==> src/assert_macros.svh <==
`ifndef ASSERT_MACROS_SVH
`define ASSERT_MACROS_SVH

// Same-cycle implication, checked on the rising edge, off while reset is held.
`define AST_IMPL(label, clk, rst_n, ante, cons) \
	label: assert property (@(posedge clk) disable iff (!(rst_n)) (ante) |-> (cons)) \
		else $error("assertion failed");

// Next-cycle implication, checked on the rising edge, off while reset is held.
`define AST_NEXT(label, clk, rst_n, ante, cons) \
	label: assert property (@(posedge clk) disable iff (!(rst_n)) (ante) |=> (cons)) \
		else $error("assertion failed");

`endif

==> src/dctv1_pkg.sv <==
`default_nettype none

package dctv1_pkg;

	localparam int WIN_BITS     = 24;
	localparam int WIN_IDX_W    = $clog2(WIN_BITS);
	localparam int NUM_CODES    = 112;
	localparam int MAX_CODE_LEN = 16;
	localparam int EOB_LEN      = 4;
	localparam int ESC_LEN      = 6;
	localparam int ESC_RUN_BITS = 6;
	localparam int ESC_LVL_BITS = 12;

	localparam logic [EOB_LEN-1:0] EOB_CODE = 4'b0110;
	localparam logic [6:0]         ESC_SLOT = 7'd15;

	localparam logic [2:0] ST_OK      = 3'd0;
	localparam logic [2:0] ST_EOB     = 3'd1;
	localparam logic [2:0] ST_MORE    = 3'd2;
	localparam logic [2:0] ST_INVALID = 3'd3;
	localparam logic [2:0] ST_UNSUP   = 3'd4;

	typedef struct packed {
		logic [WIN_BITS-1:0] bit_window;
		logic [4:0]          bits_valid;
	} req_t;

	typedef struct packed {
		logic [2:0]         status;
		logic [5:0]         run_length;
		logic signed [11:0] coeff_level;
		logic [4:0]         bits_used;
	} rsp_t;

	typedef struct packed {
		logic        hit;
		logic [4:0]  len;
		logic        escape;
		logic [4:0]  run;
		logic [5:0]  level;
	} match_t;

	typedef struct packed {
		logic [15:0] code;
		logic [4:0]  len;
		logic [6:0]  slot;
	} vlc_code_t;

	typedef struct packed {
		logic [4:0] run;
		logic [5:0] level;
	} run_level_t;

	localparam vlc_code_t CODES [NUM_CODES] = '{
		'{16'h02, 5'd2, 7'd0},   '{16'h02, 5'd3, 7'd1},   '{16'h06, 5'd3, 7'd2},
		'{16'h07, 5'd4, 7'd4},   '{16'h05, 5'd5, 7'd3},   '{16'h07, 5'd5, 7'd5},
		'{16'h06, 5'd5, 7'd7},   '{16'h1C, 5'd5, 7'd11},  '{16'h1D, 5'd5, 7'd16},
		'{16'h06, 5'd6, 7'd6},   '{16'h07, 5'd6, 7'd8},   '{16'h05, 5'd6, 7'd17},
		'{16'h04, 5'd6, 7'd24},  '{16'h01, 5'd6, 7'd15},  '{16'h79, 5'd7, 7'd18},
		'{16'h7A, 5'd7, 7'd20},  '{16'h07, 5'd7, 7'd12},  '{16'h05, 5'd7, 7'd13},
		'{16'h78, 5'd7, 7'd14},  '{16'h06, 5'd7, 7'd9},   '{16'h04, 5'd7, 7'd10},
		'{16'h7B, 5'd7, 7'd32},  '{16'h7C, 5'd7, 7'd33},  '{16'h26, 5'd8, 7'd19},
		'{16'h21, 5'd8, 7'd21},  '{16'h25, 5'd8, 7'd22},  '{16'h24, 5'd8, 7'd23},
		'{16'h27, 5'd8, 7'd25},  '{16'hFC, 5'd8, 7'd26},  '{16'hFD, 5'd8, 7'd27},
		'{16'hFA, 5'd8, 7'd48},  '{16'hFB, 5'd8, 7'd49},  '{16'hFE, 5'd8, 7'd50},
		'{16'hFF, 5'd8, 7'd51},  '{16'h23, 5'd8, 7'd34},  '{16'h22, 5'd8, 7'd35},
		'{16'h20, 5'd8, 7'd36},  '{16'h04, 5'd9, 7'd28},  '{16'h05, 5'd9, 7'd29},
		'{16'h07, 5'd9, 7'd30},  '{16'h0D, 5'd10, 7'd31}, '{16'h0C, 5'd10, 7'd37},
		'{16'h1C, 5'd12, 7'd38}, '{16'h12, 5'd12, 7'd39}, '{16'h1E, 5'd12, 7'd40},
		'{16'h15, 5'd12, 7'd41}, '{16'h11, 5'd12, 7'd42}, '{16'h1F, 5'd12, 7'd43},
		'{16'h1A, 5'd12, 7'd44}, '{16'h19, 5'd12, 7'd45}, '{16'h17, 5'd12, 7'd46},
		'{16'h16, 5'd12, 7'd47}, '{16'h16, 5'd13, 7'd52}, '{16'h15, 5'd13, 7'd53},
		'{16'h14, 5'd13, 7'd54}, '{16'h13, 5'd13, 7'd55}, '{16'h12, 5'd13, 7'd56},
		'{16'h11, 5'd13, 7'd57}, '{16'h10, 5'd13, 7'd58}, '{16'h1F, 5'd13, 7'd59},
		'{16'h1E, 5'd13, 7'd60}, '{16'h1D, 5'd13, 7'd61}, '{16'h1C, 5'd13, 7'd62},
		'{16'h1B, 5'd13, 7'd63}, '{16'h1F, 5'd14, 7'd64}, '{16'h1E, 5'd14, 7'd65},
		'{16'h1D, 5'd14, 7'd66}, '{16'h1C, 5'd14, 7'd67}, '{16'h1B, 5'd14, 7'd68},
		'{16'h1A, 5'd14, 7'd69}, '{16'h19, 5'd14, 7'd70}, '{16'h18, 5'd14, 7'd71},
		'{16'h17, 5'd14, 7'd72}, '{16'h16, 5'd14, 7'd73}, '{16'h15, 5'd14, 7'd74},
		'{16'h14, 5'd14, 7'd75}, '{16'h13, 5'd14, 7'd76}, '{16'h12, 5'd14, 7'd77},
		'{16'h11, 5'd14, 7'd78}, '{16'h10, 5'd14, 7'd79}, '{16'h18, 5'd15, 7'd80},
		'{16'h17, 5'd15, 7'd81}, '{16'h16, 5'd15, 7'd82}, '{16'h15, 5'd15, 7'd83},
		'{16'h14, 5'd15, 7'd84}, '{16'h13, 5'd15, 7'd85}, '{16'h12, 5'd15, 7'd86},
		'{16'h11, 5'd15, 7'd87}, '{16'h10, 5'd15, 7'd88}, '{16'h1F, 5'd15, 7'd89},
		'{16'h1E, 5'd15, 7'd90}, '{16'h1D, 5'd15, 7'd91}, '{16'h1C, 5'd15, 7'd92},
		'{16'h1B, 5'd15, 7'd93}, '{16'h1A, 5'd15, 7'd94}, '{16'h19, 5'd15, 7'd95},
		'{16'h13, 5'd16, 7'd96}, '{16'h12, 5'd16, 7'd97}, '{16'h11, 5'd16, 7'd98},
		'{16'h10, 5'd16, 7'd99}, '{16'h14, 5'd16, 7'd100}, '{16'h1A, 5'd16, 7'd101},
		'{16'h19, 5'd16, 7'd102}, '{16'h18, 5'd16, 7'd103}, '{16'h17, 5'd16, 7'd104},
		'{16'h16, 5'd16, 7'd105}, '{16'h15, 5'd16, 7'd106}, '{16'h1F, 5'd16, 7'd107},
		'{16'h1E, 5'd16, 7'd108}, '{16'h1D, 5'd16, 7'd109}, '{16'h1C, 5'd16, 7'd110},
		'{16'h1B, 5'd16, 7'd111}
	};

	localparam run_level_t PAIRS [NUM_CODES] = '{
		'{5'd0, 6'd1},  '{5'd1, 6'd1},  '{5'd0, 6'd2},  '{5'd2, 6'd1},
		'{5'd0, 6'd3},  '{5'd3, 6'd1},  '{5'd4, 6'd1},  '{5'd1, 6'd2},
		'{5'd5, 6'd1},  '{5'd6, 6'd1},  '{5'd7, 6'd1},  '{5'd0, 6'd4},
		'{5'd2, 6'd2},  '{5'd8, 6'd1},  '{5'd9, 6'd1},  '{5'd0, 6'd0},
		'{5'd0, 6'd5},  '{5'd0, 6'd6},  '{5'd1, 6'd3},  '{5'd3, 6'd2},
		'{5'd10, 6'd1}, '{5'd11, 6'd1}, '{5'd12, 6'd1}, '{5'd13, 6'd1},
		'{5'd0, 6'd7},  '{5'd1, 6'd4},  '{5'd2, 6'd3},  '{5'd4, 6'd2},
		'{5'd5, 6'd2},  '{5'd14, 6'd1}, '{5'd15, 6'd1}, '{5'd16, 6'd1},
		'{5'd0, 6'd8},  '{5'd0, 6'd9},  '{5'd0, 6'd10}, '{5'd0, 6'd11},
		'{5'd1, 6'd5},  '{5'd2, 6'd4},  '{5'd3, 6'd3},  '{5'd4, 6'd3},
		'{5'd6, 6'd2},  '{5'd7, 6'd2},  '{5'd8, 6'd2},  '{5'd17, 6'd1},
		'{5'd18, 6'd1}, '{5'd19, 6'd1}, '{5'd20, 6'd1}, '{5'd21, 6'd1},
		'{5'd0, 6'd12}, '{5'd0, 6'd13}, '{5'd0, 6'd14}, '{5'd0, 6'd15},
		'{5'd1, 6'd6},  '{5'd1, 6'd7},  '{5'd2, 6'd5},  '{5'd3, 6'd4},
		'{5'd5, 6'd3},  '{5'd9, 6'd2},  '{5'd10, 6'd2}, '{5'd22, 6'd1},
		'{5'd23, 6'd1}, '{5'd24, 6'd1}, '{5'd25, 6'd1}, '{5'd26, 6'd1},
		'{5'd0, 6'd16}, '{5'd0, 6'd17}, '{5'd0, 6'd18}, '{5'd0, 6'd19},
		'{5'd0, 6'd20}, '{5'd0, 6'd21}, '{5'd0, 6'd22}, '{5'd0, 6'd23},
		'{5'd0, 6'd24}, '{5'd0, 6'd25}, '{5'd0, 6'd26}, '{5'd0, 6'd27},
		'{5'd0, 6'd28}, '{5'd0, 6'd29}, '{5'd0, 6'd30}, '{5'd0, 6'd31},
		'{5'd0, 6'd32}, '{5'd0, 6'd33}, '{5'd0, 6'd34}, '{5'd0, 6'd35},
		'{5'd0, 6'd36}, '{5'd0, 6'd37}, '{5'd0, 6'd38}, '{5'd0, 6'd39},
		'{5'd0, 6'd40}, '{5'd1, 6'd8},  '{5'd1, 6'd9},  '{5'd1, 6'd10},
		'{5'd1, 6'd11}, '{5'd1, 6'd12}, '{5'd1, 6'd13}, '{5'd1, 6'd14},
		'{5'd1, 6'd15}, '{5'd1, 6'd16}, '{5'd1, 6'd17}, '{5'd1, 6'd18},
		'{5'd6, 6'd3},  '{5'd11, 6'd2}, '{5'd12, 6'd2}, '{5'd13, 6'd2},
		'{5'd14, 6'd2}, '{5'd15, 6'd2}, '{5'd16, 6'd2}, '{5'd27, 6'd1},
		'{5'd28, 6'd1}, '{5'd29, 6'd1}, '{5'd30, 6'd1}, '{5'd31, 6'd1}
	};

endpackage

`default_nettype wire

==> src/dct_coeff_table_one_vlc_decoder.sv <==
`default_nettype none

// Intra AC coefficient VLC decoder for DCT coefficient table one. Each req transfer
// carries the next 24 stream bits (first bit at the MSB) and how many of them are
// present; each rsp transfer returns status, run_length, signed coeff_level and
// bits_used, the number of bits to advance the stream. Status reads 0 ok, 1 end of
// block (bits_used 4), 2 need more bits, 3 invalid code, 4 escape unsupported (an
// escape while mpeg1_mode is set); outside ok, run_length and coeff_level are zero,
// and bits_used is zero unless end of block. Throughput is one window per clock
// while rsp is not stalled: the window is captured in an input register, decoded by
// one parallel match of all table codes, and the result lands in an output register
// that drives rsp. Stalls on rsp back up through both registers; the input side
// keeps taking windows as long as a register is free.
// mpeg1_mode is written through cfg_wr_en/cfg_wr_data and must only change while
// no window is in flight.
module dct_coeff_table_one_vlc_decoder (
	input  wire logic            clk,
	input  wire logic            arst_n,
	input  wire logic            cfg_wr_en,
	input  wire logic            cfg_wr_data,
	input  wire logic            req_valid,
	output logic                 req_ready,
	input  wire dctv1_pkg::req_t req,
	output logic                 rsp_valid,
	input  wire logic            rsp_ready,
	output dctv1_pkg::rsp_t      rsp
);

`include "assert_macros.svh"

	logic            mpeg1_mode_q;
	logic            valid_s1;
	logic            valid_s2;
	dctv1_pkg::req_t req_s1;
	dctv1_pkg::rsp_t rsp_s2;
	dctv1_pkg::rsp_t rsp_dec;
	logic            load_s2;
	logic            load_s1;

	// advance the output stage whenever it is empty or its transfer completes
	assign load_s2   = !valid_s2 || rsp_ready;
	assign req_ready = !valid_s1 || load_s2;
	assign load_s1   = req_valid && req_ready;

	always_ff @(posedge clk or negedge arst_n) begin
		if (!arst_n) begin
			mpeg1_mode_q <= 1'b0;
			valid_s1     <= 1'b0;
			valid_s2     <= 1'b0;
		end else begin
			if (cfg_wr_en) begin
				mpeg1_mode_q <= cfg_wr_data;
			end
			if (req_ready) begin
				valid_s1 <= req_valid;
			end
			if (load_s2) begin
				valid_s2 <= valid_s1;
			end
		end
	end

	// payload: hold unless the stage advances
	always_ff @(posedge clk) begin
		if (load_s1) begin
			req_s1 <= req;
		end
		if (load_s2 && valid_s1) begin
			rsp_s2 <= rsp_dec;
		end
	end

	dctv1_decode u_decode (
		.mpeg1_mode (mpeg1_mode_q),
		.req        (req_s1),
		.rsp        (rsp_dec)
	);

	assign rsp_valid = valid_s2;
	assign rsp       = rsp_s2;

	// a decoded window moves into the free output stage
	`AST_NEXT(a_s1_to_s2, clk, arst_n, valid_s1 && load_s2, valid_s2)
	// only ok results carry run and level
	`AST_IMPL(a_zero_fields, clk, arst_n, valid_s2 && (rsp_s2.status != dctv1_pkg::ST_OK),
		(rsp_s2.run_length == 6'd0) && (rsp_s2.coeff_level == 12'sd0))
	// an ok code spends at least a two-bit code and sign, at most the window
	`AST_IMPL(a_ok_used, clk, arst_n, valid_s2 && (rsp_s2.status == dctv1_pkg::ST_OK),
		(rsp_s2.bits_used >= 5'd3) && (rsp_s2.bits_used <= 5'(dctv1_pkg::WIN_BITS)))
	// unsupported escape only in MPEG-1 mode
	`AST_IMPL(a_unsup_mode, clk, arst_n, valid_s2 && (rsp_s2.status == dctv1_pkg::ST_UNSUP),
		mpeg1_mode_q)

endmodule

`default_nettype wire

==> src/dctv1_match.sv <==
`default_nettype none

// Parallel prefix match of the first stream bits against every table code.
module dctv1_match (
	input  wire logic [dctv1_pkg::MAX_CODE_LEN-1:0] prefix,
	output dctv1_pkg::match_t                       match
);

	logic       len_hit  [dctv1_pkg::MAX_CODE_LEN+1];
	logic [6:0] len_slot [dctv1_pkg::MAX_CODE_LEN+1];
	logic [6:0] slot;

	always_comb begin
		for (int l = 0; l <= dctv1_pkg::MAX_CODE_LEN; l++) begin
			len_hit[l]  = 1'b0;
			len_slot[l] = '0;
		end
		// codes of one length differ, so at most one fires per length
		for (int k = 0; k < dctv1_pkg::NUM_CODES; k++) begin
			if ((prefix >> (5'(dctv1_pkg::MAX_CODE_LEN) - dctv1_pkg::CODES[k].len))
					== dctv1_pkg::CODES[k].code) begin
				len_hit[dctv1_pkg::CODES[k].len]  = 1'b1;
				len_slot[dctv1_pkg::CODES[k].len] = len_slot[dctv1_pkg::CODES[k].len]
					| dctv1_pkg::CODES[k].slot;
			end
		end
	end

	// shortest matching length wins
	always_comb begin
		match.hit = 1'b0;
		match.len = '0;
		slot      = '0;
		for (int l = dctv1_pkg::MAX_CODE_LEN; l >= 2; l--) begin
			if (len_hit[l]) begin
				match.hit = 1'b1;
				match.len = 5'(l);
				slot      = len_slot[l];
			end
		end
		match.escape = (slot == dctv1_pkg::ESC_SLOT);
		match.run    = dctv1_pkg::PAIRS[slot].run;
		match.level  = dctv1_pkg::PAIRS[slot].level;
	end

endmodule

`default_nettype wire

==> src/dctv1_decode.sv <==
`default_nettype none

// Turns one bit window into status, run, level and bit count.
module dctv1_decode (
	input  wire logic            mpeg1_mode,
	input  wire dctv1_pkg::req_t req,
	output dctv1_pkg::rsp_t      rsp
);

	localparam int W = dctv1_pkg::WIN_BITS;

	dctv1_pkg::match_t             match;
	logic [4:0]                    valid;
	logic [4:0]                    plain_used;
	logic [dctv1_pkg::WIN_IDX_W-1:0] sign_idx;
	logic [11:0]                   mag;

	dctv1_match u_match (
		.prefix (req.bit_window[W-1 -: dctv1_pkg::MAX_CODE_LEN]),
		.match  (match)
	);

	assign valid      = (req.bits_valid > 5'(W)) ? 5'(W) : req.bits_valid;
	assign plain_used = match.len + 5'd1;
	assign sign_idx   = dctv1_pkg::WIN_IDX_W'(W - 1) - dctv1_pkg::WIN_IDX_W'(match.len);
	assign mag        = {6'd0, match.level};

	always_comb begin
		rsp.status      = dctv1_pkg::ST_MORE;
		rsp.run_length  = '0;
		rsp.coeff_level = '0;
		rsp.bits_used   = '0;
		priority if (valid < 5'(dctv1_pkg::EOB_LEN)) begin
			rsp.status = dctv1_pkg::ST_MORE;
		end else if (req.bit_window[W-1 -: dctv1_pkg::EOB_LEN] == dctv1_pkg::EOB_CODE) begin
			rsp.status    = dctv1_pkg::ST_EOB;
			rsp.bits_used = 5'(dctv1_pkg::EOB_LEN);
		end else if (!match.hit || (match.len > valid)) begin
			rsp.status = (valid < 5'(dctv1_pkg::MAX_CODE_LEN)) ? dctv1_pkg::ST_MORE
				: dctv1_pkg::ST_INVALID;
		end else if (match.escape) begin
			priority if (valid < 5'(dctv1_pkg::ESC_LEN + dctv1_pkg::ESC_RUN_BITS)) begin
				rsp.status = dctv1_pkg::ST_MORE;
			end else if (mpeg1_mode) begin
				rsp.status = dctv1_pkg::ST_UNSUP;
			end else if (valid < 5'(dctv1_pkg::ESC_LEN + dctv1_pkg::ESC_RUN_BITS
					+ dctv1_pkg::ESC_LVL_BITS)) begin
				rsp.status = dctv1_pkg::ST_MORE;
			end else begin
				rsp.status      = dctv1_pkg::ST_OK;
				rsp.run_length  = req.bit_window[W-1-dctv1_pkg::ESC_LEN -: dctv1_pkg::ESC_RUN_BITS];
				rsp.coeff_level = $signed(req.bit_window[W-1-dctv1_pkg::ESC_LEN
					-dctv1_pkg::ESC_RUN_BITS -: dctv1_pkg::ESC_LVL_BITS]);
				rsp.bits_used   = 5'(dctv1_pkg::ESC_LEN + dctv1_pkg::ESC_RUN_BITS
					+ dctv1_pkg::ESC_LVL_BITS);
			end
		end else if (valid < plain_used) begin
			rsp.status = dctv1_pkg::ST_MORE;
		end else begin
			rsp.status      = dctv1_pkg::ST_OK;
			rsp.run_length  = {1'b0, match.run};
			rsp.coeff_level = $signed(req.bit_window[sign_idx] ? (~mag + 12'd1) : mag);
			rsp.bits_used   = plain_used;
		end
	end

endmodule

`default_nettype wire

==> config.mk <==
export PLATFORM = sky130hd
export DESIGN_NAME = dct_coeff_table_one_vlc_decoder
export DESIGN_NICKNAME = d
export VERILOG_FILES = /design/src/dctv1_pkg.sv /design/src/dct_coeff_table_one_vlc_decoder.sv /design/src/dctv1_match.sv /design/src/dctv1_decode.sv
export VERILOG_INCLUDE_DIRS = /design/src /design/src/src
export SDC_FILE = /design/constraint.sdc
export NUM_CORES = 1
export LEC_CHECK = 0
export BUFFER_PORTS_ARGS = -buffer_cell sky130_fd_sc_hd__buf_2
export CORE_MARGIN = 2
export CORE_UTILIZATION = 55
export CTS_BUF_LIST = sky130_fd_sc_hd__clkbuf_16
export CTS_CLUSTER_SIZE = 16
export DETAILED_ROUTE_END_ITERATION = 16
export GPL_TIMING_DRIVEN = 0
export HOLD_SLACK_MARGIN = 0.06
export PLACE_DENSITY = 0.76
export SKIP_LAST_GASP = 1
export SYNTH_ARGS = -nofsm -noshare
export SYNTH_HDL_FRONTEND = slang
export SYNTH_SLANG_ARGS = --single-unit
export TNS_END_PERCENT = 50
==> constraint.sdc <==
create_clock -name clk -period 8.4 [get_ports clk]
set_input_delay 0 -clock clk [delete_from_list [all_inputs] [get_ports clk]]
set_output_delay 0 -clock clk [all_outputs]
set_load 0.01 [all_outputs]
* Word-level counts from Yosys, hierarchy flattened
Memories as Yosys holds them, arrays and structs flattened.
Index checks and enable logic that the tools add are counted.
** Storage, ports and cells
- ROM bits :: 1408
- Flip-flop bits (word level) :: 58
- Memories :: 1
- Output and inout port bits :: 28
** Memories
- (no name shown) :: words 128, width 11, rd ports 1, clocked after memory_dff 0, write ports 0, RTL line dctv1_match.sv:43 : match.level = dctv1_pkg::PAIRS[slot].level;
** Cells by class
- Order comparisons :: 9
- Reduce and logical (&&, ||, !) cells :: 10
- Muxes and demuxes :: 271
- Bitwise operators :: 2
- Eq/ne operators :: 114
- $add $sub $neg :: 3
** Operator list (number)
- 2-to-1 mux 7 bit :: 62
- 2-to-1 mux 6 bit :: 46
- == test 16 x 5 -> 1 bit (second input constant) :: 16
- == test 15 x 5 -> 1 bit (second input constant) :: 16
- == test 14 x 5 -> 1 bit (second input constant) :: 16
- == test 13 x 5 -> 1 bit (second input constant) :: 12
- == test 12 x 5 -> 1 bit (second input constant) :: 10
- 2-to-1 mux 1 bit :: 115
- 2-to-1 mux 5 bit :: 17
- 2-to-1 mux 23 bit :: 3
- == test 8 x 6 -> 1 bit (second input constant) :: 8
- == test 8 bit (second input constant) :: 6
- == test 7 bit (second input constant) :: 5
- 2-to-1 mux 4 bit :: 8
- == test 7 x 3 -> 1 bit (second input constant) :: 4
- == test 9 x 3 -> 1 bit (second input constant) :: 3
- 2-to-1 mux 3 bit :: 9
- 2-to-1 mux 26 bit :: 1
- == test 6 x 3 -> 1 bit (second input constant) :: 4
- 2-to-1 mux 11 bit :: 2
- 2-to-1 mux 22 bit :: 1
- == test 10 x 4 -> 1 bit (second input constant) :: 2
- == test 5 x 3 -> 1 bit (second input constant) :: 3
- adder 12 x 1 -> 12 bit (second input constant) :: 1
- other kinds (27) :: 39

* Longest topological paths before layout
Gate-level depths: netlist (run 1).
- Depth in word-level cells :: 42
- Mapped depth :: 21
- Mapped depth without buffers :: 18

* Cells and area by module
Synthesis (run 1) repeated with hierarchy kept, for this count alone.
** Second synthesis, totals
- Cell total of the unflattened synthesis :: 689
- Area, all modules :: 5850.6 um2
** Modules (own cells, without submodules)
- dctv1_match :: instances 1, area each 2930.3 um2, cells each 466
- dct_coeff_table_one_vlc_decoder :: instances 1, area each 1791.7 um2, cells each 65
- dctv1_decode :: instances 1, area each 1128.6 um2, cells each 158

* Worst setup path after synthesis (run 1)
No wires, ideal clock.
- Path type :: register -> register
- Start point :: register req_s1[22] (netlist bit)
- End point :: register rsp_s2 (netlist bit rsp[7]), data pin
- Stages on the path, launching flop included :: 19
- Library setup time :: 0.266 ns
- Path slack :: 3.889 ns
- Clock period less this slack :: 4.511 ns
- Buffers on the path :: 4
- Arrival :: 4.245 ns
- Cell sequence :: edfxtp_1 -> buf_6 -> or4_4 -> or2_4 -> or3_4 -> buf_6 -> o311ai_2 -> a221o_2 -> buf_4 -> ha_1 -> clkbuf_1 -> mux2_2 -> a221oi_1 -> o221ai_1 -> o211ai_1 -> ha_1 -> o21ai_0 -> a32oi_1 -> nor2_1
** Between the ends
- Cells in the longest elaborated chain, start to end :: 40
- Elaborated cells between the ends (all ways) :: 341
- Classes of those cells :: 3 x add/sub; 2 x order compare; 99 x eq/ne; 231 x mux; 2 x bitwise; 3 x reduce/logical; 1 x memory
** Ends and longest elaborated chain
- start: declaration :: RTL line dct_coeff_table_one_vlc_decoder.sv:34 : dctv1_pkg::req_t req_s1;
- start signal: assignment :: RTL line dct_coeff_table_one_vlc_decoder.sv:66 : req_s1 <= req;
- == test 16 x 5 -> 1 bit :: RTL line dctv1_match.sv:21 : == dctv1_pkg::CODES[k].code) begin
- 2-to-1 mux 1 bit or 2-to-1 mux 7 bit (tied branches) (16 in a row) :: RTL line dctv1_match.sv:20 : if ((prefix >> (5'(dctv1_pkg::MAX_CODE_LEN) - dctv1_pkg::CODES[k].len))
- 2-to-1 mux 7 bit (14 in a row) :: RTL line dctv1_match.sv:35 : if (len_hit[l]) begin
- NOT 7 -> 8 bit (implied by the code) :: RTL line dctv1_match.sv:43
- memory read (128 x 11 bit)
- 2-to-1 mux 11 bit (implied by the code) (2 in a row) :: RTL line dctv1_match.sv:43
- NOT 6 -> 12 bit :: RTL line dctv1_decode.sv:62 : rsp.coeff_level = $signed(req.bit_window[sign_idx] ? (~mag + 12'd1) : mag);
- adder 12 x 1 -> 12 bit :: RTL line dctv1_decode.sv:62
- 2-to-1 mux 12 bit :: RTL line dctv1_decode.sv:62
- 2-to-1 mux 22 bit :: RTL line dctv1_decode.sv:57 : end else if (valid < plain_used) begin
- 2-to-1 mux 26 bit :: RTL line dctv1_decode.sv:41 : end else if (match.escape) begin
- end signal: assignment :: RTL line dct_coeff_table_one_vlc_decoder.sv:69 : rsp_s2 <= rsp_dec;
- end: declaration :: RTL line dct_coeff_table_one_vlc_decoder.sv:35 : dctv1_pkg::rsp_t rsp_s2;
Parallel ways exist; a longest one is shown, timed or not. The select of a mux whose other input is x is not followed.
A chain may end at the register's enable or synchronous reset.

* Worst setup path in the final report (run 1)
- Start point :: register req_s1[17] (netlist bit)
- End point :: register rsp_s2 (netlist bit rsp[9]), data pin
The elaborated chain is that of the path after synthesis.

==> results.cfg, run 1 <==
[status]
outcome = finished, final reports clean

[placed_design]
portBuffers = 62
hpwl_mm = 13.1
gp_congestion = 0.991
preCtsSetupSlack_ps = 3130
place_area_sq_um = 6120

[power_and_ir_drop]
p_per_area_nw_per_um2 = 153
p_int_w = 0.000677
ir_drop_uv = 125
seqPwrFrac_pct = 35.0
pwr-share-comb_pct = 33.1
switching_share_pct = 34.7
power_switching_w = 0.000360
p_clk_share_pct = 32.0
leakagePower_nw = 2.61

[route]
vias = 6250
wl_mm = 18.9
routedWlPerCell_microns = 20.4
drt-initial-drc-count = 616
firstDrtPassIters = 5
routed_via_density = 6.76
drc = 0
drtAntennaViolNets = 0

[sta]
setup_tns_ps = 0
worst_slew_pin_slew_ps = 1180
drv_slew = 0
slew_headroom_pct = 21.6
rsz0062_at_grt = false
period_minus_slack_ps = 5560
hold_ws_ps = 380
max_clock_freq_mhz = 180
setup_ws_ps = 2840
setup_viol = 0
period_share_pct = 66.2
hold_violations = 0
final.setup_skew_ps = 6.14

[worst_setup_path]
worstReg2RegStart = req_s1[17]
crit_path_start_kind = flop
worstPathArrival_ps = 5690
rr_worst_depth = 18
cp-end-kind = flop
worstSetupStartpoint = req_s1[17]
required_ps = 8530
r2r_slack_ps = 2840
critical_path_peak_fanout = 13
crit_type = flop to flop
rr_endpoint = rsp[9]

[finish]
areaGrowthSynthToFinish_pct = 20.0
diodes = 0
drive_gt1_share_pct = 17.9
fin_nets = 846
finish.utilization_pct = 68.6
stdcell_area_sq_um = 6770

[floorplanning]
die_h_microns = 105
die_w_microns = 105
start_util_pct = 57.2
io_pins = 63
core_area_sq_um = 9860
die_area_sq_um = 11100
rows = 36

[yosys]
async_flop_share_pct = 5.17
syn-num-nets = 736
synth_edf_count = 55
synth_seq_area_share_pct = 30.6
synth.area.top_cells = edfxtp_1 29%, ha_1 5.3%, o21ai_0 4.3%
synth_cells = 677
synth.avg_cell_area_sq_um = 8.33
synth_seq_cells = 58
yosys_warnings = 0
ys_types = 86
yosys.area.top_type = edfxtp_1
syn-cell-area_sq_um = 5640
synthFlopType = edfxtp_1
synth_top_area_share_pct = 29.3

[clock_tree]
worstSkewPairLatency_ps = 330
cts.sink_count = 58
cts_made_buffers = 9
h-tree-depth = 3
cts_tree = yes
clk_path_buf_depth = 2
cts_root_buf = clkbuf_16
path_clk_slew_ps = 60

[job]
maxCapViolCount = 0

[global_route]
grt_pass1_vias = 5883
grt_usage_pct = 33.6
grt_max_degree = 30
antenna_found_initial = 0
grt_pass1_wl_mm = 29.6
grt_overflow = 0

[worst_hold_path]
hold_class = input pin to flop
hold_path_depth = 2
hp-start = req[7]
whs_endpoint = req_s1[7]
==> metrics by stage <==
stage | instances | power, W
after floorplan | 677 | 0.000588
after global placement | 872 | 0.000674
after detailed placement | 872 | 0.000680
after CTS | 924 | 0.00102
after global routing | 925 | 0.00108
final | 925 | 0.00104
==> power groups by stage <==
stage | clock [W] | combinational (W) | sequential (W)
detailed placement | 0 | 0.000312 | 0.000369
CTS | 0.000327 | 0.000327 | 0.000363
global placement | 0 | 0.000306 | 0.000368
global route | 0.000342 | 0.000369 | 0.000365
floorplan | 0 | 0.000215 | 0.000374
finish | 0.000332 | 0.000343 | 0.000363
==> sequential cells by signal, indices dropped and copies added (netlist names) <==
| name | cells |
|---|---|
| mpeg1_mode_q | 1 |
| rsp | 26 |
| req_s1 | 29 |
| rsp_valid | 1 |
| valid_s1 | 1 |
==> cell families (layout without fill, tap and decap cells) <==
logic type,Yosys count,in the layout,share of synthesized area [%]
AO/OA/AOI/OAI,238,238,29.0
XOR/XNOR,9,9,1.40
adder cells (fa/ha/maj),24,24,5.33
buffers and inverters,80,195,6.39
flip-flops,58,58,30.6
multiplexers,20,20,3.90
AND/OR/NAND/NOR,248,248,23.4
==> area by class of cell <==
| type | instances | area [sq um] |
|---|---|---|
| Multi-Input combinational cell | 539 | 3550 |
| Fill cell | 772 | 3100 |
| Sequential cell | 58 | 1730 |
| Timing Repair Buffer | 99 | 698 |
| Buffer | 56 | 270 |
| Clock buffer | 9 | 225 |
| Tap cell | 133 | 166 |
| Inverter | 24 | 90.1 |
| Clock inverter | 7 | 37.5 |
==> cell usage in the layout (no fill, tap or decap), types with 15 or more instances in the layout <==
master          n
edfxtp_1       55
nor2b_1        15
a21oi_1        48
dlygate4sd3_1  36
clkbuf_1       17
nand2b_1       22
nand2_1        50
ha_1           24
inv_1          24
o21ai_0        49
nand3_1        18
buf_2          89
nor2_1         60
==> synth_stat cells (7+ instances only) <==
master and count:
nor2_1 60, nand2b_1 22, a21o_1 10, edfxtp_1 55
nand4_1 9, mux2i_1 13, nand3_1 18, clkbuf_1 17
a31oi_1 8, buf_1 7, or3_1 8, a211oi_1 14
nor2b_1 15, o21ai_0 49, and2_1 11, o21a_1 11
inv_1 23, buf_2 27, nand2_1 50, o22ai_1 11
a21oi_1 48, a22oi_1 10, xnor2_1 7, ha_1 24
nor4_1 7, nor3_1 14
==> worst max path at each step <==
stage                    to  slack, ps  cells past startpoint
global route         rsp[9]       2510                     20
floorplan            rsp[7]       3890                     18
global placement     rsp[7]       3140                     17
finish               rsp[9]       2840                     18
CTS                 rsp[16]       3110                     17
detailed placement  rsp[16]       3130                     17
==> routing by layer <==
layer  up-vias  part of all wire, %  wire [microns]  GRT usage (%)
met4         0                  4.2             798           13.9
met5         -                    0               0              0
met1      2926                   37            7040           43.6
li1       2800                    -               -              -
met3        77                   11            2000           4.89
met2       447                   48            9040           56.3
==> repair_timing <==
action | CTS | global route
buffers inserted | 0 | 0
hold buffers | 36 | 0
endpoints found under the hold margin | 35 | 0
resized for setup | 0 | 0
==> worst max-delay path, cell delays in order, from the launching register on <==
cell and delay [ps]:
edfxtp_1 420, buf_2 250, clkbuf_1 500, o21ai_0 180
o31ai_1 110, nor4_1 110, a2111oi_1 840, or2_2 230
buf_4 200, ha_1 250, clkbuf_1 230, mux2_2 320
a221oi_1 320, o221ai_1 180, o211ai_1 310, ha_1 320
a21oi_1 100, xor2_1 190, o21ai_0 290
No activity file was read; power rests on OpenSTA's default activity.
==> inputs of run 2 (changes only) <==
- clock period: 8.4 -> 5.6 ns (I/O delays scaled with it)
==> run 2 against run 1 <==
  * Clock power rose by 49%
  * Global-route usage did not move
  * First-iteration DRC count rose by 0.32%
  * Critical path type unchanged
  * Largest cell class unchanged
==> results.cfg, run 2 (same netlist as run 1, synthesis figures left out) <==
[status]
outcome = finished, final reports clean

[floorplanning]
rows = 36
io_pins = 63
die_area_sq_um = 11100
die_w_microns = 105
core_area_sq_um = 9860
die_h_microns = 105
start_util_pct = 57.2

[finish]
diodes = 0
final_common_cell = buf_2
largest_register = req_s1
final_cell_mix = 89 x buf_2, 60 x nor2_1, 55 x edfxtp_1
fin_nets = 846
drive_gt1_share_pct = 18.3
stdcell_count = 925
stdcell_area_sq_um = 6780
largest_register_ffs = 29
areaGrowthSynthToFinish_pct = 20.2
nFillCells = 776

[worst_setup_path]
worstPathArrival_ps = 5580
rr_worst_depth = 17
crit_type = flop to flop
critical_path_peak_fanout = 12
required_ps = 5720
crit_path_start_kind = flop
cp-end-kind = flop

[sta]
setup_tns_ps = 0
period_minus_slack_ps = 5450
drv_slew = 0
max_clock_freq_mhz = 183
final.setup_skew_ps = 6.40
period_share_pct = 97.4
hold_violations = 0
rsz0062_at_grt = false
slew_headroom_pct = 20.2
hold_ws_ps = 382
setup_viol = 0
worst_slew_pin_slew_ps = 1200

[clock_tree]
clk_path_buf_depth = 2
path_clk_slew_ps = 50
cts_root_buf = clkbuf_16
cts_tree = yes
worstSkewPairLatency_ps = 330
h-tree-depth = 3
cts.sink_count = 58
cts_made_buffers = 9

[route]
drc = 0
firstDrtPassIters = 5
drt-initial-drc-count = 618
wl_mm = 18.9
routedWlPerCell_microns = 20.5
vias = 6195
routed_via_density = 6.70
drtAntennaViolNets = 0

[global_route]
grt_max_degree = 30
grt_overflow = 0
grt_usage_pct = 33.6
antenna_found_initial = 0
grt_pass1_vias = 5883
grt_pass1_wl_mm = 29.6

[worst_hold_path]
hold_class = input pin to flop
hold_path_depth = 2

[placed_design]
portBuffers = 62
gp_congestion = 0.991
place_area_sq_um = 6120
hpwl_mm = 13.1
placed_cells = 872

[power_and_ir_drop]
leakagePower_nw = 2.62
power_w = 0.00156
p_per_area_nw_per_um2 = 230
ir_drop_uv = 188

[job]
maxCapViolCount = 0
run 2: cell types whose count changed in the layout (fill, tap and decap cells not counted), sizes merged:
cell    delta
buf        -1
clkbuf     +1
run 2: final timing paths:
path	endpoint	slack [ps]	from
worst max-delay path	rsp[9]	150	req_s1[24]
worst min-delay path	req_s1[13]	380	req[13]
worst max register to register	rsp[9]	150	req_s1[24]
worst min register to register	rsp_valid	530	valid_s1
max in group asynchronous	valid_s1	4840	arst_n
min in group asynchronous	mpeg1_mode_q	590	arst_n
run 2: timing repair:
action / CTS / global route
hold buffers: 36 / 0
endpoints found under the setup margin: 0 / 10
resized for setup: 0 / 3
hold endpoints to repair: 35 / 0
buffers inserted: 0 / 0
run 2: power breakdown:
group / switching [W] / total, W / internal, W / leakage [nW]
Clock: 0.000203 / 0.000496 / 0.000293 / 0.130
Combinational: 0.000318 / 0.000516 / 0.000198 / 1.92
Sequential: 0.0000196 / 0.000545 / 0.000525 / 0.571
run 2: metal layers:
layer  GRT usage, %  part of all wire, %  routed length [microns]  vias to the layer above
li1               -                    -                        -                     2799
met1           43.6                   38                     7280                     2922
met2           56.3                   48                     9180                      413
met3           4.89                  9.7                     1830                       61
met4           13.9                  3.4                      640                        0
met5              0                    0                        0                        -
run 2: area by class of cell:
cell class                      count  area [sq um]  area share (%)
Buffer                             56           272            4.01
Clock buffer                        9           225            3.32
Clock inverter                      7          37.5           0.554
Inverter                           24          90.1            1.33
Multi-Input combinational cell    539          3560            52.6
Sequential cell                    58          1730            25.5
Tap cell                          133           166            2.46
Timing Repair Buffer               99           698            10.3
run 2: metrics by stage:
step | util [%] | setup WS [ps]
after global routing | 68.7 | 29.4
after global placement | 62.0 | 344
after CTS | 68.3 | 311
after detailed placement | 62.0 | 330
final | 68.7 | 146
after floorplan | - | 1090
run 2: critical path: stages, from the launching register on:
cell and delay (ps):
edfxtp_1 450, or4_1 570, or2_4 330, or3_4 390
buf_6 160, o311ai_2 340, a221o_2 280, buf_4 210
ha_1 250, clkbuf_1 230, mux2_2 320, a221oi_1 330
o221ai_1 190, o211ai_1 300, ha_1 320, a21oi_1 90
xor2_1 190, o21ai_0 300
==> inputs of run 3 (changes only) <==
- PLACE_DENSITY: 0.76 -> 0.75
- SYNTH_HIERARCHICAL: not set -> 1
==> run 3 against run 2 <==
  * Power is 7.3% higher
  * Combinational power is 13% higher
  * Largest power group is now combinational logic
  * Critical path type unchanged
  * Clock power grew 7.7%
  * Via count up 3.0%
  * Setup slack improved by 74 ps
  * Synthesized cell count increased by 1.8%
  * Final cell count up 1.6%
  * Largest cell class unchanged
  * Critical endpoint is now rsp[10]
  * Clock-buffer cell count did not move
==> results.cfg, run 3 <==
[finish]
stdcell_area_sq_um = 7010
fin_nets = 856
diodes = 0
final_common_cell = buf_2
largest_register_ffs = 29
largest_register = req_s1
finish.utilization_pct = 67.9
nFillCells = 817
final_cell_mix = 94 x buf_2, 62 x nand2_1, 59 x nor2_1
areaGrowthSynthToFinish_pct = 19.9
stdcell_count = 940
drive_gt1_share_pct = 20.5

[yosys]
synth_seq_cells = 58
synth_top_area_share_pct = 28.2
synth.avg_cell_area_sq_um = 8.49
netlist_top_cells_count = 62 x nand2_1, 59 x nor2_1, 55 x edfxtp_1
syn-cell-area_sq_um = 5850
yosysMostFrequentCell = nand2_1
synth_seq_area_share_pct = 29.5
synthFlopType = edfxtp_1
syn-num-nets = 746
yosys_warnings = 6
ys_types = 100
yosys.area.top_type = edfxtp_1
async_flop_share_pct = 5.17
synth_cells = 689
synth_edf_count = 55
synth.area.top_cells = edfxtp_1 28%, ha_1 4.7%, nand2_1 4.0%

[status]
outcome = finished, final reports clean

[route]
routedWlPerCell_microns = 20.4
wl_met2_mm = 9.19
met3WireLength_mm = 2.06
drtAntennaViolNets = 0
drc = 0
topRoutingLayerUsed = met4
firstDrtPassIters = 5
wl_met1_mm = 7.46
drt-initial-drc-count = 877
vias = 6382
routed_via_density = 6.79
wl_mm = 19.2

[worst_setup_path]
required_ps = 5630
worstPathArrival_ps = 5410
path_cells = buf_2 > buf_1 > buf_2 > nand2_1 > nand2_1 > nand3_1 > or2_1 > buf_2 > ha_1 > clkbuf_2 > a31oi_1 > a21oi_1 > nor2_1 > a311oi_1 > a21oi_1 > or3_1 > or4_1 > inv_1 > a221oi_1 > a21boi_0
crit_type = flop to flop
cp_num_buf_inv = 6
critPathMaxStageDelay_ps = 450
critical_path_peak_fanout = 12
critPathTopFamily = simple AND/OR/NAND/NOR gates
cp-end-kind = flop
slowest_stage = edfxtp_1
crit_path_start_kind = flop
crit_top_cell = buf_2

[clock_tree]
clk_path_buf_depth = 2
cts_root_buf = clkbuf_16
worstSkewPairLatency_ps = 320
cts.sink_count = 58
path_clk_slew_ps = 50
h-tree-depth = 3
cts_tree = yes
cts_made_buffers = 9

[sta]
setup_tns_ps = 0
worst_slew_pin_slew_ps = 1140
max_clock_freq_mhz = 186
hold_violations = 0
drv_slew = 0
period_minus_slack_ps = 5380
hold_ws_ps = 375
rsz0062_at_grt = false
period_share_pct = 96.1
setup_viol = 0
final.setup_skew_ps = 8.06
slew_headroom_pct = 23.8

[floorplanning]
rows = 37
die_h_microns = 107
die_area_sq_um = 11500
core_area_sq_um = 10300
die_w_microns = 107
io_pins = 63
start_util_pct = 56.7

[job]
maxCapViolCount = 0

[placed_design]
placed_cells = 887
gp_congestion = 0.987
hpwl_mm = 13.4
portBuffers = 62
place_area_sq_um = 6330

[global_route]
grt_pass1_vias = 5994
grt_overflow = 0
grt_max_degree = 30
grt_usage_pct = 33.6
grt_pass1_wl_mm = 30.5
antenna_found_initial = 0

[power_and_ir_drop]
ir_drop_uv = 250
leakagePower_nw = 2.72
p_per_area_nw_per_um2 = 238

[worst_hold_path]
hold_class = input pin to flop
## run 3: cells by family (layout without fill, tap and decap cells)
family,Yosys count,after routing,share of synthesized area [%]
AND/OR/NAND/NOR,253,253,23.6
AO/OA/AOI/OAI,232,232,28.5
buffers and inverters,91,206,7.04
flip-flops,58,58,29.5
adder cells (fa/ha/maj),22,22,4.70
multiplexers,22,22,5.00
XOR/XNOR,11,11,1.65
## run 3: metrics by stage
| step | power (W) | setup WS, ps |
|---|---|---|
| after global routing | 0.00175 | 3.81 |
| after global placement | 0.00108 | 11.1 |
| after floorplan | 0.000942 | 980 |
| after CTS | 0.00165 | 139 |
| after detailed placement | 0.00110 | -111 |
| final | 0.00167 | 220 |
## run 3: where the power goes
group / internal, W / switching [W] / total [W] / leakage [nW]
registers: 0.000527 / 0.0000263 / 0.000554 / 0.571
clock network: 0.000342 / 0.000192 / 0.000534 / 0.135
logic: 0.000229 / 0.000354 / 0.000583 / 2.02
total: 0.00110 / 0.000573 / 0.00167 / 2.72
## run 3: final timing paths
kind	depth (start not counted)	endpoint	from	slack, ps
worst max-delay path	20	rsp[10]	req_s1[26]	220
worst min-delay path	2	req_s1[4]	req[4]	380
worst max register to register	20	rsp[10]	req_s1[26]	220
worst min register to register	1	rsp_valid	valid_s1	570
max in group asynchronous	3	mpeg1_mode_q	arst_n	4870
min in group asynchronous	3	valid_s1	arst_n	580
## run 3: routing by layer
layer  vias up  GRT usage (%)
met5         -              0
met4         0           12.5
met3        49           5.65
met2       470           53.5
met1      2999           46.0
li1       2864              -
## run 3: cell type report
class                   instances  area (sq um)  share of cell area, %
flip-flops and latches         58          1730                   24.6
multi-input cells             540          3730                   53.2
repair buffers                 99           678                   9.67
well taps                     136           170                   2.43
plain buffers                  58           289                   4.12
inverters                      33           124                   1.77
clock inverters                 7          70.1                  0.999
clock buffers                   9           225                   3.21
## run 3: what timing repair did
action                                 in CTS  in global routing
setup endpoints to repair                   4                  4
endpoints found under the hold margin      35                  0
hold buffers                               36                  0
buffers inserted                            0                  1
pin swaps                                   0                  2
resized for setup                           1                  4
